<file path="config.mk">
export PLATFORM = sky130hd
export DESIGN_NAME = marker_length_sum_deframer_flat
export DESIGN_NICKNAME = d
export VERILOG_FILES = /design/src/hw/rtl/mlsd_pkg.sv /design/src/hw/rtl/mlsd_channels.sv /design/src/hw/rtl/mlsd_core.sv /design/src/hw/rtl/marker_length_sum_deframer.sv /design/src/flat_wrapper.sv
export SDC_FILE = /design/constraint.sdc
export NUM_CORES = 1
export LEC_CHECK = 0
export ABC_AREA = 1
export BUFFER_PORTS_ARGS = -buffer_cell sky130_fd_sc_hd__clkbuf_2
export CAP_MARGIN = 20
export CORE_MARGIN = 4
export CORE_UTILIZATION = 33
export DETAILED_ROUTE_END_ITERATION = 8
export PLACE_DENSITY = 0.55
export SETUP_SLACK_MARGIN = 0.3
export SLEW_MARGIN = 20
export SYNTH_ARGS = -nofsm -noshare
export SYNTH_HDL_FRONTEND = slang
export SYNTH_HIERARCHICAL = 1
export SYNTH_SLANG_ARGS = --single-unit
</file>
<file path="constraint.sdc">
create_clock -name clock -period 3.8 [get_ports clock]
set_input_delay 0 -clock clock [delete_from_list [all_inputs] [get_ports clock]]
set_output_delay 0 -clock clock [all_outputs]
set_load 0.01 [all_outputs]
</file>
<file path="src/hw/rtl/mlsd_pkg.sv">
package mlsd_pkg;

   // Depth of the sliding hunt window: five marker bytes plus the length high byte.
   localparam int unsigned WinDepth = 6;
   localparam int unsigned MarkLen  = 5;
   localparam int unsigned FillW    = $clog2(WinDepth + 1);

   typedef logic [7:0] byte_type;

   // The frame start marker, ASCII "start".
   localparam byte_type MarkBytes [MarkLen] = '{8'h73, 8'h74, 8'h61, 8'h72, 8'h74};

   typedef struct packed {
      byte_type    data_byte;
      logic        frame_end;
      logic        checksum_ok;
      logic [15:0] frame_length;
   } result_type;

endpackage

</file>
<file path="src/hw/rtl/mlsd_channels.sv">
interface mlsd_req_if
   import mlsd_pkg::*;
();
   logic     valid;
   logic     ready;
   byte_type rx_byte;

   modport source (output valid, output rx_byte, input ready);
   modport sink   (input valid, input rx_byte, output ready);
endinterface

interface mlsd_rsp_if
   import mlsd_pkg::*;
();
   logic        valid;
   logic        ready;
   byte_type    data_byte;
   logic        frame_end;
   logic        checksum_ok;
   logic [15:0] frame_length;

   modport source (output valid, output data_byte, output frame_end, output checksum_ok,
                   output frame_length, input ready);
   modport sink   (input valid, input data_byte, input frame_end, input checksum_ok,
                   input frame_length, output ready);
endinterface

</file>
<file path="src/hw/rtl/mlsd_core.sv">
module mlsd_core
   import mlsd_pkg::*;
(
   input  logic       clock,
   input  logic       reset,
   input  logic       step,
   input  byte_type   rx_byte,
   output logic       has_result,
   output result_type result
);

   byte_type    win_ff [WinDepth];
   byte_type    win_in [WinDepth];
   logic [FillW-1:0] fill_ff, fill_in;
   logic        receiving_ff, receiving_in;
   logic [15:0] length_ff, length_in;
   logic [15:0] seen_ff, seen_in;
   byte_type    sum_ff, sum_in;
   logic        mark_hit;
   logic        in_payload;

   always_comb begin
      mark_hit = 1'b1;
      for (int i = 0; i < MarkLen; i++) begin
         if (win_ff[i] != MarkBytes[i]) begin
            mark_hit = 1'b0;
         end
      end
   end

   assign in_payload = seen_ff < length_ff;
   assign has_result = receiving_ff;

   always_comb begin
      result.data_byte    = rx_byte;
      result.frame_length = length_ff;
      result.frame_end    = !in_payload;
      result.checksum_ok  = !in_payload && (sum_ff == rx_byte);
   end

   always_comb begin
      win_in       = win_ff;
      fill_in      = fill_ff;
      receiving_in = receiving_ff;
      length_in    = length_ff;
      seen_in      = seen_ff;
      sum_in       = sum_ff;
      if (step) begin
         if (!receiving_ff) begin
            if (fill_ff < FillW'(WinDepth)) begin
               win_in[fill_ff[FillW-1:0]] = rx_byte;
               fill_in = fill_ff + FillW'(1);
            end else if (mark_hit) begin
               length_in    = {win_ff[WinDepth-1], rx_byte};
               receiving_in = 1'b1;
               seen_in      = '0;
               sum_in       = '0;
               fill_in      = '0;
            end else begin
               for (int i = 0; i < WinDepth - 1; i++) begin
                  win_in[i] = win_ff[i+1];
               end
               win_in[WinDepth-1] = rx_byte;
            end
         end else if (in_payload) begin
            sum_in  = sum_ff + rx_byte;
            seen_in = seen_ff + 16'd1;
         end else begin
            receiving_in = 1'b0;
            fill_in      = '0;
            seen_in      = '0;
            sum_in       = '0;
         end
      end
   end

   // The window contents are only read once every entry has been written.
   always_ff @(posedge clock) begin
      win_ff <= win_in;
      if (reset) begin
         fill_ff      <= '0;
         receiving_ff <= 1'b0;
         length_ff    <= '0;
         seen_ff      <= '0;
         sum_ff       <= '0;
      end else begin
         fill_ff      <= fill_in;
         receiving_ff <= receiving_in;
         length_ff    <= length_in;
         seen_ff      <= seen_in;
         sum_ff       <= sum_in;
      end
   end

   a_seen_bounded: assert property (@(posedge clock) disable iff (reset)
      receiving_ff |-> seen_ff <= length_ff)
      else $error("payload count ran past the frame length");

   a_fill_bounded: assert property (@(posedge clock) disable iff (reset)
      fill_ff <= FillW'(WinDepth))
      else $error("hunt window fill exceeds its depth");

   a_end_rehunts: assert property (@(posedge clock) disable iff (reset)
      step && receiving_ff && !in_payload |=> !receiving_ff && fill_ff == '0)
      else $error("frame end did not return to hunting with an empty window");

   a_header_locks: assert property (@(posedge clock) disable iff (reset)
      step && !receiving_ff && fill_ff == FillW'(WinDepth) && mark_hit
      |=> receiving_ff && seen_ff == '0 && sum_ff == '0)
      else $error("complete header did not start a frame");

endmodule

</file>
<file path="src/hw/rtl/marker_length_sum_deframer.sv">
// Channel  | Direction | Handshake     | Payload
// req_ch   | in        | valid/ready   | rx_byte
// rsp_ch   | out       | valid/ready   | data_byte, frame_end, checksum_ok, frame_length
//
// One byte per cycle is accepted and handled, unless a full result slot holds a byte that
// makes a result. An accepted byte is loaded into the input register; when it advances, it
// moves through the core into the result register, from which its result is offered.
// The state update in the core sets that rate.
// Reset is synchronous and active high; it clears all control state and starts hunting.
// A stalled result register holds only bytes that produce results: hunting bytes
// keep flowing while a result waits.
module marker_length_sum_deframer
   import mlsd_pkg::*;
(
   input logic          clock,
   input logic          reset,
   mlsd_req_if.sink     req_ch,
   mlsd_rsp_if.source   rsp_ch
);

   // Input register: one received byte waiting to be processed.
   logic       in_valid_ff, in_valid_in;
   byte_type   in_byte_ff, in_byte_in;

   // Result register.
   logic       out_valid_ff, out_valid_in;
   result_type out_ff, out_in;

   logic       core_has_result;
   result_type core_result;
   logic       out_free;
   logic       advance;
   logic       req_fire;

   mlsd_core u_core (
      .clock      (clock),
      .reset      (reset),
      .step       (advance),
      .rx_byte    (in_byte_ff),
      .has_result (core_has_result),
      .result     (core_result)
   );

   // The result slot is free if empty or being drained this cycle.
   assign out_free = !out_valid_ff || rsp_ch.ready;

   // A byte moves on when it makes no result, or when the result slot can take it.
   assign advance = in_valid_ff && (!core_has_result || out_free);

   assign req_ch.ready = !in_valid_ff || advance;
   assign req_fire     = req_ch.valid && req_ch.ready;

   always_comb begin
      in_valid_in = in_valid_ff;
      in_byte_in  = in_byte_ff;
      if (req_fire) begin
         in_valid_in = 1'b1;
         in_byte_in  = req_ch.rx_byte;
      end else if (advance) begin
         in_valid_in = 1'b0;
      end
   end

   always_comb begin
      out_valid_in = out_valid_ff;
      out_in       = out_ff;
      if (advance && core_has_result) begin
         out_valid_in = 1'b1;
         out_in       = core_result;
      end else if (rsp_ch.ready) begin
         out_valid_in = 1'b0;
      end
   end

   always_ff @(posedge clock) begin
      in_byte_ff <= in_byte_in;
      out_ff     <= out_in;
      if (reset) begin
         in_valid_ff  <= 1'b0;
         out_valid_ff <= 1'b0;
      end else begin
         in_valid_ff  <= in_valid_in;
         out_valid_ff <= out_valid_in;
      end
   end

   assign rsp_ch.valid        = out_valid_ff;
   assign rsp_ch.data_byte    = out_ff.data_byte;
   assign rsp_ch.frame_end    = out_ff.frame_end;
   assign rsp_ch.checksum_ok  = out_ff.checksum_ok;
   assign rsp_ch.frame_length = out_ff.frame_length;

   a_no_overwrite: assert property (@(posedge clock) disable iff (reset)
      out_valid_ff && !rsp_ch.ready |-> !(advance && core_has_result))
      else $error("pending result overwritten");

   a_ok_only_at_end: assert property (@(posedge clock) disable iff (reset)
      out_valid_ff |-> !out_ff.checksum_ok || out_ff.frame_end)
      else $error("checksum flag on a payload byte");

   a_input_held: assert property (@(posedge clock) disable iff (reset)
      in_valid_ff && !advance |=> in_valid_ff && $stable(in_byte_ff))
      else $error("waiting input byte lost");

endmodule

</file>
<file path="src/flat_wrapper.sv">
// flat-port wrapper written by rule: the top's interface ports become plain ports
module marker_length_sum_deframer_flat import mlsd_pkg::*;
  (clock, reset, req_ch_valid, req_ch_rx_byte, req_ch_ready, rsp_ch_valid, rsp_ch_data_byte, rsp_ch_frame_end, rsp_ch_checksum_ok, rsp_ch_frame_length, rsp_ch_ready);
  mlsd_req_if req_ch_i ();
  mlsd_rsp_if rsp_ch_i ();
  input logic clock;
  input logic reset;
  input wire logic [$bits(req_ch_i.valid)-1:0] req_ch_valid;
  input wire logic [$bits(req_ch_i.rx_byte)-1:0] req_ch_rx_byte;
  output wire logic [$bits(req_ch_i.ready)-1:0] req_ch_ready;
  output wire logic [$bits(rsp_ch_i.valid)-1:0] rsp_ch_valid;
  output wire logic [$bits(rsp_ch_i.data_byte)-1:0] rsp_ch_data_byte;
  output wire logic [$bits(rsp_ch_i.frame_end)-1:0] rsp_ch_frame_end;
  output wire logic [$bits(rsp_ch_i.checksum_ok)-1:0] rsp_ch_checksum_ok;
  output wire logic [$bits(rsp_ch_i.frame_length)-1:0] rsp_ch_frame_length;
  input wire logic [$bits(rsp_ch_i.ready)-1:0] rsp_ch_ready;
  assign req_ch_i.valid = req_ch_valid;
  assign req_ch_i.rx_byte = req_ch_rx_byte;
  assign req_ch_ready = req_ch_i.ready;
  assign rsp_ch_valid = rsp_ch_i.valid;
  assign rsp_ch_data_byte = rsp_ch_i.data_byte;
  assign rsp_ch_frame_end = rsp_ch_i.frame_end;
  assign rsp_ch_checksum_ok = rsp_ch_i.checksum_ok;
  assign rsp_ch_frame_length = rsp_ch_i.frame_length;
  assign rsp_ch_i.ready = rsp_ch_ready;
  marker_length_sum_deframer u_core (.clock(clock), .reset(reset), .req_ch(req_ch_i), .rsp_ch(rsp_ch_i));
endmodule
</file>
== Word-level counts from Yosys, hierarchy flattened ==
Cells that the tools add are included.
Widths: inputs -> output; s select.
Word-level totals
  bits in registers: 128
  bits of input ports: 12
  word-level logic and storage cells: 87
Cells by class
  add/sub/neg operators: 3
  magnitude comparators: 4
  equality and inequality tests: 9
  multiplexer cells: 30
  bitwise gates (word level): 3
  reductions and logical operators: 20
Operators with widths (count)
  $mux 48: 2
  $mux 16: 4
  $bwmux 48: 1
  $mux 8: 5
  $ne 8x7->1 const B: 5
  $demux 8 s3: 1
  $add 16x1->16 const B: 1
  $lt 16x16->1: 1
  $mux 1: 13
  $mux 3: 4
  $reduce_and 3->1: 3
  $add 8x8->8: 1
  $eq 8x8->1: 1
  $reduce_bool 2->1: 3
  $logic_and 1x1->1: 5
  $ge 4x4->1 const B: 1
  $logic_not 1->1: 4
  $lt 4x1->1 const B: 1
  $ne 2x2->1 const B: 2
  $not 3->4: 1
  $reduce_and 4->1: 1
  $add 3x1->3 const B: 1
  $logic_or 1x1->1: 3
  $lt 3x3->1 const B: 1
  other kinds (3): 4

== Longest topological paths before layout ==
  depth in word-level cells: 9
  depth in mapped cells: 14

== By module ==
Netlist, hierarchy kept.
By module, submodules not included
  mlsd_core: instances 1, cells each 605, area an instance 4957.3 um^2, sequential area each 2322.2 um^2
  marker_length_sum_deframer: instances 1, cells each 53, area an instance 1142.3 um^2, sequential area each 1061.0 um^2

== Worst setup path before layout ==
OpenSTA, ideal clock, no wires.
  path type: flip-flop to flip-flop
  start: reg u_core.out_valid_ff, in the netlist u_core/rsp_ch.valid
  end: reg u_core/u_core/win_ff[10] in the netlist's numbering (enable)
  arrival: 1.511 ns
  data required time: 3.425 ns
  slack: 1.913 ns
  stages on the path, launching flop included: 8
  buffers on the path: 0
  cells stage by stage: dfxtp_1 > nand2_1 > o21ai_0 > inv_1 > inv_1 > nor2_1 > o21ai_0 > a21oi_1
Between the ends
  word-level cells in the longest chain between the ends: 5
Ends and longest elaborated chain
  from (decl): RTL line marker_length_sum_deframer.sv:26  | logic out_valid_ff, out_valid_in;
  from (signal assigned): RTL line marker_length_sum_deframer.sv:83  | out_valid_ff <= out_valid_in;
  $logic_not 1->1: RTL line marker_length_sum_deframer.sv:45  | assign out_free = !out_valid_ff || rsp_ch.ready;
  $logic_or 1x1->1: RTL line marker_length_sum_deframer.sv:45
  $logic_or 1x1->1: RTL line marker_length_sum_deframer.sv:48  | assign advance = in_valid_ff && (!core_has_result || out_free);
  $logic_and 1x1->1: RTL line marker_length_sum_deframer.sv:48
  named net u_core.advance: RTL line marker_length_sum_deframer.sv:32  | logic advance;
  $reduce_and 3->1 (no source line)
  to (signal assigned): RTL line mlsd_core.sv:79  | win_ff <= win_in;
  to (decl): RTL line mlsd_core.sv:12  | byte_type win_ff [WinDepth];
The timed path passes the listed nets, and every way through them passes these cells.
A chain may end at the register's enable or synchronous reset.

== Final worst setup path ==
  start: reg u_core.u_core.fill_ff[1]
  end: reg u_core.u_core.seen_ff[6]
Between the ends
  word-level cells in the longest chain between the ends: 3
Ends and longest elaborated chain
  from (decl): RTL line mlsd_core.sv:14  | logic [FillW-1:0] fill_ff, fill_in;
  from (signal assigned): RTL line mlsd_core.sv:87  | fill_ff <= fill_in;
  $lt 3x3->1: RTL line mlsd_core.sv:50  | if (fill_ff < FillW'(WinDepth)) begin
  $ne 2x2->1 (no source line)
  $reduce_and 3->1 (no source line)
  to (signal assigned): RTL line mlsd_core.sv:90  | seen_ff <= seen_in;
  to (decl): RTL line mlsd_core.sv:17  | logic [15:0] seen_ff, seen_in;
No other way between the ends.

==> impl_metrics.json <==
{
  "status": "finished, final reports clean",
  "drt-initial-drc-count": 279,
  "cp_top_family": "simple AND/OR/NAND/NOR gates",
  "finalSetupViolCount": 0,
  "vias": 4518,
  "wirelength_um": 13700,
  "crit_slowest_cell": "nand2_1",
  "hold_viol": 0,
  "post_drt_wl_per_cell_um": 14.5,
  "worst_setup_path_start_kind": "flip-flop",
  "tightest_slew_ps": 838,
  "cts_tree": "built",
  "grt_util_all_layers_pct": 14.5,
  "antenna_left": 0,
  "end_kind": "flip-flop",
  "holdPathEnd": "u_core/u_core/has_result$_SDFFE_PP0P_",
  "r2r_cells": 9,
  "cts_buffers": 17,
  "area_growth_syn_to_layout_pct": 17.1,
  "r2r_start": "u_core/u_core/fill_ff[1]$_SDFFE_PP0P_",
  "yosysTopAreaCell": "edfxtp_1",
  "power_density_mw_per_mm2": 465,
  "worstReg2RegEnd": "u_core/u_core/seen_ff[6]$_SDFFE_PP0P_",
  "crit_type": "flip-flop to flip-flop",
  "hold_buffers": 11,
  "ys_warn_count": 6,
  "clock-sinks": 128,
  "ctsLongestPathBuffers": 2,
  "rsz0062_at_grt": "false",
  "netlist_area_sq_mm": 0.00610,
  "cp_common_cell": "nand2_1",
  "cts.clk_slew.worst_paths_ps": 50,
  "grt_overflow": 0,
  "required_ps": 4070,
  "ys_types": 39,
  "yosysSeqAreaShare_pct": 55.5,
  "place.gp.congestion": 0.840,
  "yosysTopAreaCellShare_pct": 40.4,
  "clock-skew-final_ps": 6.31,
  "antenna_found_initial": 0,
  "period_needed_ps": 2780,
  "drcViolationCount": 0,
  "cap_viol_max_count": 0,
  "fmaxAchievable_mhz": 359,
  "max-slew-margin-rel_pct": 44.1,
  "slew_violations": 0,
  "cpPeakStageDelay_ps": 620,
  "cp_max_fo": 33,
  "dpl.hpwl_um": 9570,
  "drive_gt1_share_pct": 12.6,
  "hold_path_class": "input pin to flip-flop",
  "initial_core_util_pct": 33.7,
  "htreeDepth": 4,
  "fin_crit_sh_pct": 73.2,
  "port_buffers": 39,
  "ir_worst_vdd_mv": 0.320,
  "core-area_sq_mm": 0.0181,
  "synth_nets": 695,
  "cp_cell_sequence": "nand2_4 -> inv_4 -> nor2_2 -> nor2_4 -> a21boi_4 -> buf_4 -> nand2_1 -> nand2_1 -> nor2_1",
  "clock_latency_ps": 420,
  "grt_pass1_vias": 4465,
  "dieArea_sq_mm": 0.0207,
  "p_leak_nw": 2.83,
  "die_y_um": 144,
  "ios": 40,
  "total_power_mw": 3.32,
  "antenna_cells": 0,
  "grt_pass1_wl_um": 22800,
  "cts_resized": 0,
  "crit_arrival_ps": 3050,
  "critPathBufInv": 2,
  "synth_area_per_cell_sq_um": 9.27,
  "cts-root-buf": "clkbuf_16",
  "min_path_cells": 2,
  "fin_nets": 739,
  "synth.area.top_cells": "edfxtp_1, dfxtp_1, nand2_1, inv_1, ha_1",
  "routed_via_density": 4.79,
  "post_cts.repair.setup_buffers": 0,
  "ys_ff_latch": 128,
  "r2r_setup_slack_ps": 1020,
  "tns_ps": 0,
  "num_rows": 49,
  "die_w_um": 144,
  "grt_max_degree": 34,
  "drt-pass1-iter-count": 5,
  "netlist_instances": 658,
  "worstHoldStart": "reset"
}
[report_power, final]
part | total, mW | leakage, nW | internal (mW) | switching (mW)
Combinational | 0.0871 | 1.38 | 0.0282 | 0.0588
Sequential | 1.50 | 1.13 | 1.49 | 0.0153
Clock | 1.73 | 0.310 | 1.15 | 0.579
Total | 3.32 | 2.83 | 2.67 | 0.653
[worst register-to-register path: cells and delay by family, from the launching register on]
family | cells | cell delay (ps)
flops | 1 | 500
simple gates | 6 | 1340
buf+inv | 2 | 620
compound gates | 1 | 180
[flip-flops by register name, indices dropped and copies added (netlist names), 3 cells and up]
register	flops
u_core/u_core/win_ff	48
u_core/rsp_ch.data_byte	8
u_core/u_core/seen_ff	16
u_core/rsp_ch.frame_length	16
u_core/u_core/sum_ff	8
u_core/in_byte_ff	8
u_core/u_core/fill_ff	3
u_core/u_core/length_ff	16
[Yosys cell counts]
master and instances:
nor2_2 4, buf_1 2, inv_2 3, nor4_1 2
o22ai_1 17, o21ai_1 5, ha_1 24, xnor2_1 3
a21oi_1 39, inv_1 87, nand4_2 1, a211oi_1 1
a21boi_4 1, a31oi_1 2, nor2_4 1, buf_6 4
dfxtp_1 46, xor2_1 3, fa_1 1, nand3_2 1
nand2_2 3, nor2_1 68, buf_4 14, o21a_1 17
a21oi_2 1, nor3_1 6, and3_1 1, inv_4 1
a21o_1 1, nor3_2 4, nand2_4 1, buf_2 1
nand2_1 137, clkbuf_1 6, o21bai_1 1, edfxtp_1 82
o21ai_0 33, nand4_1 12, nand3_1 22
[cells by family (layout without fill, tap and decap cells)]
group	count (synthesis)	count (layout)	synth area share, %
compound gates	118	118	11.2
xor+xnor	6	6	0.862
fa+ha+maj	25	25	5.25
buf+inv	118	175	8.68
flops	128	128	55.5
simple gates	263	263	18.6
[worst max path at each step]
stage	slack [ps]	end	depth (start not counted)	startpoint
after detailed placement	1010	u_core/u_core/sum_ff[5]$_SDFFE_PP0P_	9	u_core/u_core/fill_ff[1]$_SDFFE_PP0P_
final	1020	u_core/u_core/seen_ff[6]$_SDFFE_PP0P_	9	u_core/u_core/fill_ff[1]$_SDFFE_PP0P_
after global routing	730	u_core/u_core/seen_ff[10]$_SDFFE_PP0P_	9	u_core/u_core/fill_ff[1]$_SDFFE_PP0P_
after floorplan	1910	u_core/u_core/win_ff[10]$_DFFE_PP_	7	u_core/rsp_ch.valid$_SDFFE_PP0P_
after CTS	1000	u_core/u_core/seen_ff[7]$_SDFFE_PP0P_	9	u_core/u_core/fill_ff[1]$_SDFFE_PP0P_
after global placement	1090	u_core/u_core/seen_ff[15]$_SDFFE_PP0P_	9	u_core/u_core/fill_ff[1]$_SDFFE_PP0P_
[layout make-up]
class                      instances  area (sq um)
tap                              229           287
sequential                       128          3380
clock buffer                      19           433
multi-input combinational        412          2190
fill                            1771         10900
clock inverter                    13           191
inverter                          91           344
timing repair buffer              52           320
[metrics by stage]
| stage | setup slack (ps) | area (sq um) | util (%) | hold WS, ps | instances |
|---|---|---|---|---|---|
| after detailed placement | 1010 | 6410 | 35.4 | 179 | 901 |
| after global placement | 1090 | 6410 | 35.4 | 179 | 901 |
| after global routing | 727 | 7150 | 39.5 | 185 | 944 |
| final | 1020 | 7150 | 39.5 | 155 | 944 |
| after floorplan | 1910 | 6100 | - | 62.4 | 658 |
| after CTS | 997 | 7150 | 39.5 | 154 | 944 |
[placed cells by master, fill, tap and decap left out, drive strengths merged, types with 11 or more instances in the layout]
master,n
nor2,73
dfxtp,46
inv,92
edfxtp,82
nand4,13
ha,24
dlygate4sd3,11
o21ai,38
o22ai,17
a21oi,40
clkbuf,58
nand3,23
o21a,17
nand2,141
[per-layer routing]
metal	track usage, %	routed length (um)
met5	0	0
met4	4.81	141
met3	4.53	620
met2	23.5	6650
met1	18.3	6290
Power figures use the tool's default switching activity.
